**src/hdl/ket_pkg.sv**
```systemverilog
// ----------------------------------------------------------------------------
// Keyed entry table package
// Shared request, response and entry types, operation and status codes.
// ----------------------------------------------------------------------------
package ket_pkg;

   localparam int DEFAULT_ENTRIES = 32;

   localparam logic [1:0] MODE_LOOKUP = 2'd0;
   localparam logic [1:0] MODE_SET    = 2'd1;
   localparam logic [1:0] MODE_DELETE = 2'd2;

   localparam logic [1:0] STATUS_OK        = 2'd0;
   localparam logic [1:0] STATUS_NOT_FOUND = 2'd1;
   localparam logic [1:0] STATUS_FULL      = 2'd2;

   typedef struct packed {
      logic [1:0]         mode;
      logic [30:0]        device_id;
      logic [7:0]         unit_kind;
      logic [7:0]         unit_index;
      logic signed [31:0] new_value;
   } req_type;

   typedef struct packed {
      logic [1:0]         status;
      logic signed [31:0] found_value;
   } rsp_type;

   typedef struct packed {
      logic [30:0]        device_id;
      logic [7:0]         unit_kind;
      logic [7:0]         unit_index;
      logic signed [31:0] value;
   } entry_type;

endpackage

```
**src/hdl/keyed_entry_table.sv**
```systemverilog
// ----------------------------------------------------------------------------
// Keyed entry table
// Associative table keyed by device id, unit type and unit number, scanned
// entry by entry with a single comparator for lookup, set/insert and delete.
// ----------------------------------------------------------------------------
// A request is taken when start is high and busy is low; busy then stays high
// while the table is scanned and until the one-cycle rsp_strobe. The scan
// reads one entry per cycle through the single read port of the entry
// memory and feeds one key comparator, and the last cycle performs the write
// and registers the response. The response cannot be held off, so it must be
// captured in the cycle rsp_strobe is high. The table is empty after reset;
// per-entry valid bits cleared by reset make this immediate.
module keyed_entry_table #(
   parameter int ENTRIES = ket_pkg::DEFAULT_ENTRIES
) (
   input  logic            clock,
   input  logic            reset,
   input  logic            start,
   output logic            busy,
   input  ket_pkg::req_type req_data,
   output logic            rsp_strobe,
   output ket_pkg::rsp_type rsp_data
);

   localparam int IDX_W = (ENTRIES > 1) ? $clog2(ENTRIES) : 1;
   localparam int CNT_W = $clog2(ENTRIES + 1);

   localparam logic [1:0] S_IDLE = 2'd0;
   localparam logic [1:0] S_SCAN = 2'd1;
   localparam logic [1:0] S_DONE = 2'd2;

   ket_pkg::entry_type mem [ENTRIES];
   logic [ENTRIES-1:0] valid_ff, valid_in;

   logic [1:0]          state_ff, state_in;
   ket_pkg::req_type    req_ff, req_in;
   logic [CNT_W-1:0]    scan_ff, scan_in;
   ket_pkg::entry_type  rd_data_ff;
   logic                rd_live_ff;
   logic [IDX_W-1:0]    rd_idx_ff;
   logic                rd_go_ff, rd_go_in;
   logic                hit_found_ff, hit_found_in;
   logic [IDX_W-1:0]    hit_idx_ff, hit_idx_in;
   logic signed [31:0]  hit_value_ff, hit_value_in;
   logic                free_found_ff, free_found_in;
   logic [IDX_W-1:0]    free_idx_ff, free_idx_in;
   logic                rsp_strobe_ff, rsp_strobe_in;
   ket_pkg::rsp_type    rsp_ff, rsp_in;

   logic                wr_en;
   logic [IDX_W-1:0]    wr_idx;
   ket_pkg::entry_type  wr_entry;
   ket_pkg::entry_type  cmp_entry;
   logic                key_match;
   logic                entry_free;
   logic                scan_end;

   assign scan_end = (scan_ff == CNT_W'(ENTRIES));

   // An entry that is not valid reads as all zero, as after reset.
   always_comb begin
      cmp_entry  = rd_live_ff ? rd_data_ff : '0;
      key_match  = (cmp_entry.device_id == req_ff.device_id) &&
                   (cmp_entry.unit_kind == req_ff.unit_kind) &&
                   (cmp_entry.unit_index == req_ff.unit_index);
      entry_free = (cmp_entry.device_id == '0);
   end

   always_comb begin
      state_in      = state_ff;
      req_in        = req_ff;
      scan_in       = scan_ff;
      rd_go_in      = 1'b0;
      hit_found_in  = hit_found_ff;
      hit_idx_in    = hit_idx_ff;
      hit_value_in  = hit_value_ff;
      free_found_in = free_found_ff;
      free_idx_in   = free_idx_ff;
      rsp_strobe_in = 1'b0;
      rsp_in        = rsp_ff;
      valid_in      = valid_ff;
      wr_en         = 1'b0;
      wr_idx        = hit_idx_ff;
      wr_entry      = '0;

      // First matching and first free entries are kept as the scan goes by.
      if (rd_go_ff) begin
         if (key_match && !hit_found_ff) begin
            hit_found_in = 1'b1;
            hit_idx_in   = rd_idx_ff;
            hit_value_in = cmp_entry.value;
         end
         if (entry_free && !free_found_ff) begin
            free_found_in = 1'b1;
            free_idx_in   = rd_idx_ff;
         end
      end

      case (state_ff)
         S_IDLE: begin
            if (start) begin
               req_in        = req_data;
               scan_in       = '0;
               hit_found_in  = 1'b0;
               free_found_in = 1'b0;
               state_in      = S_SCAN;
            end
         end
         S_SCAN: begin
            if (!scan_end) begin
               scan_in  = scan_ff + CNT_W'(1);
               rd_go_in = 1'b1;
            end else if (!rd_go_ff) begin
               state_in = S_DONE;
            end
         end
         S_DONE: begin
            rsp_strobe_in = 1'b1;
            rsp_in.status      = ket_pkg::STATUS_NOT_FOUND;
            rsp_in.found_value = '0;
            wr_entry.device_id  = req_ff.device_id;
            wr_entry.unit_kind  = req_ff.unit_kind;
            wr_entry.unit_index = req_ff.unit_index;
            wr_entry.value      = req_ff.new_value;
            case (req_ff.mode)
               ket_pkg::MODE_LOOKUP: begin
                  if (hit_found_ff) begin
                     rsp_in.status      = ket_pkg::STATUS_OK;
                     rsp_in.found_value = hit_value_ff;
                  end
               end
               ket_pkg::MODE_SET: begin
                  if (hit_found_ff) begin
                     wr_en         = 1'b1;
                     rsp_in.status = ket_pkg::STATUS_OK;
                  end else if (free_found_ff) begin
                     wr_en         = 1'b1;
                     wr_idx        = free_idx_ff;
                     rsp_in.status = ket_pkg::STATUS_OK;
                  end else begin
                     rsp_in.status = ket_pkg::STATUS_FULL;
                  end
                  if (wr_en) begin
                     valid_in[wr_idx] = 1'b1;
                  end
               end
               ket_pkg::MODE_DELETE: begin
                  // Clearing the valid bit makes the entry read as all zero.
                  if (hit_found_ff) begin
                     valid_in[hit_idx_ff] = 1'b0;
                     rsp_in.status        = ket_pkg::STATUS_OK;
                  end
               end
               default: begin
                  rsp_in.status = ket_pkg::STATUS_NOT_FOUND;
               end
            endcase
            state_in = S_IDLE;
         end
         default: begin
            state_in = S_IDLE;
         end
      endcase
   end

   always_ff @(posedge clock) begin
      if (wr_en) begin
         mem[wr_idx] <= wr_entry;
      end
      rd_data_ff <= mem[scan_ff[IDX_W-1:0]];
      rd_live_ff <= valid_ff[scan_ff[IDX_W-1:0]];
      rd_idx_ff  <= scan_ff[IDX_W-1:0];
   end

   always_ff @(posedge clock) begin
      if (reset) begin
         state_ff      <= S_IDLE;
         valid_ff      <= '0;
         rd_go_ff      <= 1'b0;
         rsp_strobe_ff <= 1'b0;
         hit_found_ff  <= 1'b0;
         free_found_ff <= 1'b0;
         scan_ff       <= '0;
      end else begin
         state_ff      <= state_in;
         valid_ff      <= valid_in;
         rd_go_ff      <= rd_go_in;
         rsp_strobe_ff <= rsp_strobe_in;
         hit_found_ff  <= hit_found_in;
         free_found_ff <= free_found_in;
         scan_ff       <= scan_in;
      end
   end

   always_ff @(posedge clock) begin
      req_ff       <= req_in;
      hit_idx_ff   <= hit_idx_in;
      hit_value_ff <= hit_value_in;
      free_idx_ff  <= free_idx_in;
      rsp_ff       <= rsp_in;
   end

   assign busy       = (state_ff != S_IDLE);
   assign rsp_strobe = rsp_strobe_ff;
   assign rsp_data   = rsp_ff;

   a_accept_busy: assert property (@(posedge clock) disable iff (reset)
      (start && !busy) |=> busy)
      else $error("accepted request did not raise busy");

   a_rsp_idle: assert property (@(posedge clock) disable iff (reset)
      rsp_strobe |-> !busy)
      else $error("response issued while still busy");

   a_rsp_single: assert property (@(posedge clock) disable iff (reset)
      rsp_strobe |=> !rsp_strobe)
      else $error("response strobe held for more than one cycle");

   a_value_zero: assert property (@(posedge clock) disable iff (reset)
      (rsp_strobe && rsp_data.status != ket_pkg::STATUS_OK) |->
      (rsp_data.found_value == '0))
      else $error("nonzero value on a failed request");

   a_scan_bound: assert property (@(posedge clock) disable iff (reset)
      rd_go_ff |-> (state_ff == S_SCAN))
      else $error("entry compare outside of the scan");

endmodule
```
**config.mk**
```make
export PLATFORM = sky130hd
export DESIGN_NAME = keyed_entry_table
export DESIGN_NICKNAME = d
export VERILOG_FILES = /design/src/hdl/ket_pkg.sv /design/src/hdl/keyed_entry_table.sv
export SDC_FILE = /design/constraint.sdc
export NUM_CORES = 2
export LEC_CHECK = 0
export BUFFER_PORTS_ARGS = -buffer_cell sky130_fd_sc_hd__buf_2
export CAP_MARGIN = 10
export CORE_ASPECT_RATIO = 1.2
export CORE_UTILIZATION = 60
export DETAILED_ROUTE_END_ITERATION = 8
export PLACE_DENSITY = 0.88
export RECOVER_POWER = 25
export SLEW_MARGIN = 20
export SYNTH_ARGS = -nofsm -noshare
export SYNTH_HDL_FRONTEND = slang
export SYNTH_SLANG_ARGS = --single-unit
export TNS_END_PERCENT = 20
```
**constraint.sdc**
```tcl
create_clock -name clock -period 13.9 [get_ports clock]
set_input_delay 0.695 -clock clock [delete_from_list [all_inputs] [get_ports clock]]
set_output_delay 0.695 -clock clock [all_outputs]
set_load 0.1 [all_outputs]
```
### After elaboration in Yosys (flattened, before gate mapping)

Memories as Yosys holds them, arrays and structs flattened. A register that Yosys moved wholly into a read port is not among the register bits.
Index checks and enable logic that the tools add are counted.

| storage, ports and cells | value |
|---|---|
| register bits | 207 |
| RAM bits | 2528 |
| input bits | 84 |
| output and inout port bits | 36 |
| word-level logic and storage cells | 113 |
| memories kept | 1 |

| operators by class | value |
|---|---|
| add/sub/neg operators | 1 |
| $lt $le $gt $ge | 5 |
| eq/ne operators | 14 |
| muxes and demuxes | 47 |
| bitwise logic cells | 4 |
| reductions and logical operators | 22 |

Memory list:

| memory | words | bits a word | rd ports | clocked after Yosys merged registers in | write ports | RTL line | text |
|---|---|---|---|---|---|---|---|
| mem | 32 | 79 | 1 | 1 | 1 | keyed_entry_table.sv:32 | `ket_pkg::entry_type mem [ENTRIES];` |

Operators with widths:

| operator | number |
|---|---|
| 79-bit 2-to-1 mux | 2 |
| 32-bit 2-to-1 mux | 2 |
| 32-bit one-hot mux with 2 select lines | 1 |
| 33-bit 2-to-1 mux | 1 |
| 32-bit AND | 1 |
| 32-bit NOT | 1 |
| 32-bit OR | 1 |
| 31-bit == test | 1 |
| 31-bit logical NOT | 1 |
| 5-bit 2-to-1 mux | 6 |
| 1-bit 2-to-1 mux | 22 |
| 5-bit by 6-bit < comparator with 1-bit output, second input constant | 3 |
| 8-bit == test | 2 |
| 6-bit 2-to-1 mux | 2 |
| 2-bit != test, second input constant | 6 |
| 6-bit one-hot mux with 2 select lines | 1 |
| 1-bit demux with 5-bit select | 2 |
| 5-bit by 1-bit greater-or-equal comparator with 1-bit output, second input constant | 2 |
| 2-bit 2-to-1 mux | 5 |
| 2-bit AND reduction | 4 |
| 6-bit by 1-bit adder with 6-bit output, second input constant | 1 |
| 6-bit == test, second input constant | 1 |
| 1-bit logical AND | 6 |
| 2-bit one-hot mux with 3 select lines | 1 |
| other kinds (11) | 18 |

### Depth between registers and ports, before layout

| logic depth | value |
|---|---|
| depth in word-level cells | 11 |
| depth in mapped cells | 11 |
| depth with buffers taken out | 7 |

### Least setup slack after synthesis

No wires, ideal clock.

| timing path | value |
|---|---|
| kind | reg2reg |
| start | register free_found_ff |
| end | memory mem[20][0] (netlist name), enable pin |
| setup time | 0.517 ns |
| arrival | 4.899 ns |
| required time | 13.383 ns |
| setup slack | 8.483 ns |
| cell stages (with the launch flop) | 7 |
| clock period less this slack | 5.417 ns |
| path through | dfxtp_1 -> nor2b_1 -> buf_2 -> mux2i_1 -> a21o_1 -> nand3_1 -> nor2_1 |

| between the ends | value |
|---|---|
| cells in the longest elaborated chain, start to end | 8 |

Ends and longest elaborated chain:

| element | RTL line | text |
|---|---|---|
| from (decl) | keyed_entry_table.sv:45 | `logic free_found_ff, free_found_in;` |
| from (signal assigned) | keyed_entry_table.sv:190 | `free_found_ff <= free_found_in;` |
| 1-bit 2-to-1 mux | keyed_entry_table.sv:136 | `end else if (free_found_ff) begin` |
| 1-bit 2-to-1 mux | keyed_entry_table.sv:133 | `if (hit_found_ff) begin` |
| 1-bit 2-to-1 mux | keyed_entry_table.sv:125 | `case (req_ff.mode)` |
| 1-bit 2-to-1 mux | keyed_entry_table.sv:99 | `case (state_ff)` |
| 1-bit 2-to-1 mux | keyed_entry_table.sv:125 |  |
| 1-bit 2-to-1 mux | keyed_entry_table.sv:99 |  |
| 1-bit 2-to-1 mux | keyed_entry_table.sv:167 | `if (wr_en) begin` |
| 1-bit 2-to-1 mux (not written as such) | keyed_entry_table.sv:168 | `mem[wr_idx] <= wr_entry;` |
| to (decl) | keyed_entry_table.sv:32 |  |

Parallel ways exist; a longest one is shown, timed or not. The select of a mux whose other input is x is not followed.

==> key figures <==
Outcome
  – Outcome: finished with violations
  – Failing checks: DRC, capacitance limit, slew limit

Drt
  – Antenna-violating nets left: 0
  – 1st-iter DRT viols: 12,300
  – Routed wire length: 327,000 um
  – Drt pass-1 iters: 9
  – Drt drc: 307
  – Wire length per cell: 44.9 um
  – Via count: 56,800
  – Vias per cell: 7.79

STA
  – Fin. Hold Viols: 0
  – Final Critical Period: 7.04 ns
  – FMAX: 142 MHz
  – Fin crit share: 0.507
  – Final Max Slew Viols: 1,569
  – RSZ-0062 raised after global routing: no
  – Worst Tran Pin Value: 4.04 ns
  – Final setup TNS: 0 ns
  – Headroom to the max-slew limit: -1.69
  – WHS: 0.0791 ns
  – Skew final: 0.0449 ns
  – Endpoints failing setup: 0

Synth
  – Largest family of logic cells by synthesized area: multiplexers
  – Post-Syn Area: 0.106 mm2
  – Commonest cells post-synth: 2,685 x edfxtp_1, 800 x mux4_2, 150 x clkbuf_1, 129 x dfxtp_1, 117 x and2_1
  – Post-synthesis register bit count: 2,814
  – Synthesized net count: 4,577
  – Netlist cell types: 49
  – Asr flop ratio synth: 0
  – Post-synthesis adder-cell area fraction: 0.000235
  – Synth area leaders: edfxtp_1 76%, mux4_2 17%, dfxtp_1 2.4%
  – Synth Area in Compound Gates: 0.00816
  – Synth Flop Type: edfxtp_1
  – Seq/Total Area, Yosys: 0.782
  – Syn. warnings: 0
  – Synthesized instance count: 4,491
  – Top-count cell post-synth: edfxtp_1
  – Avg Cell Area, Syn: 23.7 um2
  – Dominant cell type by area after synthesis: edfxtp_1
  – Mux contribution to synthesized area: 0.178
  – EDFF count, synth: 2,685
  – Top-area cell type share of the netlist area: 0.758
  – Simple-gate share of the synthesized area: 0.0199
  – Synth Area in XOR/XNOR: 0.00156

Floorplan
  – Die span in x: 386 um
  – Die area: 0.179 mm2
  – Ports: 120
  – Initial core utilization: 0.607
  – DIE HEIGHT: 463 um
  – Row cnt: 168
  – Core ar.: 0.175 mm2

Clock network
  – H-tree depth: 4
  – Max Root-Sink Buffers: 3
  – Clock Sinks: 2,814
  – Post-CTS setup buffer count: 0
  – Clk Latency, worst-skew pair: 0.91 ns
  – Clk root buf: clkbuf_16
  – Num CTS Buffers: 234
  – Clk slew on worst S/H paths: 0.07 ns
  – CTS tree: yes

GRT
  – Total GRT Usage: 0.370
  – Largest net degree at the start of global routing: 153
  – Global route overflow: 0
  – Initial antenna violation count: 24
  – First-pass GRT wire length: 456,000 um
  – Vias in the first global route: 58,100

Layout
  – Fill cell count: 9,505
  – Area delta synth->final: 11.3%
  – Flip-flop and latch area: 0.0832 mm2
  – Final Cell Area: 0.118 mm2
  – Post-Layout Cell Count: 7,295
  – Area of the multi-input gates: 0.0224 mm2
  – NumNets Final: 4,874
  – Layout cell share with drive strength beyond 1: 0.290
  – Final design utilization: 0.676

Power and ir drop
  – Int Power: 13.1 mW
  – Switch Pwr: 3.46 mW
  – Combinational Power Share: 0.020
  – PD cells: 140 mW/mm2
  – Sequential share of power: 0.557
  – P_leak: 39.7 nW
  – Switching share of power: 0.209
  – VDD IR max: 0.000152 V
  – Clk network pwr share: 0.423

Critical path
  – Arr. time, crit path: 7.82 ns
  – Crit Path Max Fanout: 63
  – Req. time, crit path: 14.68 ns
  – R2R Path Start: scan_ff[1]
  – Endpoint class of the critical path: flop
  – Setup crit start: scan_ff[1]
  – Startpoint Class: flop
  – Kind of critical path: flop to flop

Hold path
  – HP Class: primary input to flop
  – Worst hold start: req_data[47]

Place
  – Placed standard-cell area: 0.110 mm2
  – Hpwl dp: 148,000 um
  – DP Cell Count: 6,771
  – GPL Wtd Cong: 0.846
  – PortBufs: 119

Run
  – Max-Cap Viols: 46
## layout make-up
cell class | instances | share of cell area
antenna | 8 | 0.000169
clock buffer | 305 | 0.0539
clock inverter | 135 | 0.0117
inverter | 9 | 0.000285
multi-input combinational | 1439 | 0.189
sequential | 2814 | 0.702
tap | 2295 | 0.0242
timing repair buffer | 290 | 0.0178
## power groups by stage
| stage | clock, mW | sequential, mW | combinational, mW |
|---|---|---|---|
| 3_3_place_gp | 0 | 9.38 | 0.283 |
| 4_1_cts | 6.92 | 9.20 | 0.325 |
| 6_report | 7.00 | 9.20 | 0.334 |
| 2_1_floorplan | 0 | 9.36 | 0.233 |
| 3_5_place_dp | 0 | 9.38 | 0.295 |
| 5_1_grt | 7.24 | 9.20 | 0.347 |
## registers in the layout, summed over array words and instances, names as in the netlist
| name | cells |
|---|---|
| mem | 2528 |
| req_ff | 81 |
| rd_data_ff | 79 |
| rsp_data | 34 |
| hit_value_ff | 32 |
| valid_ff | 32 |
| scan_ff | 6 |
| free_idx_ff | 5 |
| hit_idx_ff | 5 |
| rd_idx_ff | 5 |
| state_ff | 2 |
| free_found_ff | 1 |
| hit_found_ff | 1 |
| rd_go_ff | 1 |
| rd_live_ff | 1 |
| rsp_strobe | 1 |
## cell usage in the layout, fill, tap and decap left out, drive strengths merged, types with 12 or more instances in the layout
cell type / instances
o22ai: 12
and3: 34
mux4: 800
inv: 18
edfxtp: 2685
dlygate4sd3: 73
nor4: 12
nor2: 86
mux2: 83
nand3: 29
nand2: 47
clkbuf: 360
a22oi: 16
clkinv: 89
a21oi: 34
and2: 117
dfxtp: 129
buf: 162
bufinv: 27
xor2: 15
o21ai: 48
nand2b: 13
## kinds of logic (layout without fill, tap and decap cells)
group | after synthesis | count (layout)
other cells | 0 | 8
compound gates | 142 | 142
flops | 2814 | 2814
xor+xnor | 19 | 19
buf+inv | 238 | 739
fa+ha+maj | 2 | 2
mux | 886 | 886
simple gates | 390 | 390
## repair_timing
item / in CTS / in global routing
hold buffers: 73 / 0
setup endpoints to repair: 0 / 0
endpoints found under the hold margin: 73 / 0
gates resized for setup: 0 / 0
## path summary, 6_finish.rpt
path | end | slack [ns] | cells after the start
setup / recovery | rd_data_ff[55] | 6.86 | 6
hold / removal | req_ff[47] | 0.08 | 1
setup reg to reg | rd_data_ff[55] | 6.86 | 6
hold reg to reg | free_idx_ff[2] | 0.43 | 0
## worst max-delay path, cell delays in order (launching register included)
cell     delay [ns]
dfxtp_1        2.82
buf_4          1.01
buf_4          0.89
buf_4          0.78
mux4_2         0.47
mux4_2         0.52
mux2_2         0.32
## stage by stage
stage / worst slack [ns] / power (mW)
floorplan: 8.48 / 9.59
global placement: 8.64 / 9.67
detailed placement: 8.55 / 9.68
CTS: 8.50 / 16.4
global route: 6.77 / 16.8
finish: 6.86 / 16.5
## routing by layer
metal,up-vias,part of all wire,track usage
met1,28100,0.29,0.457
met2,7222,0.47,0.568
met4,28,0.075,0.234
met3,1786,0.16,0.124
li1,19700,-,-
met5,-,0.00059,0
Power figures use the tool's default switching activity.
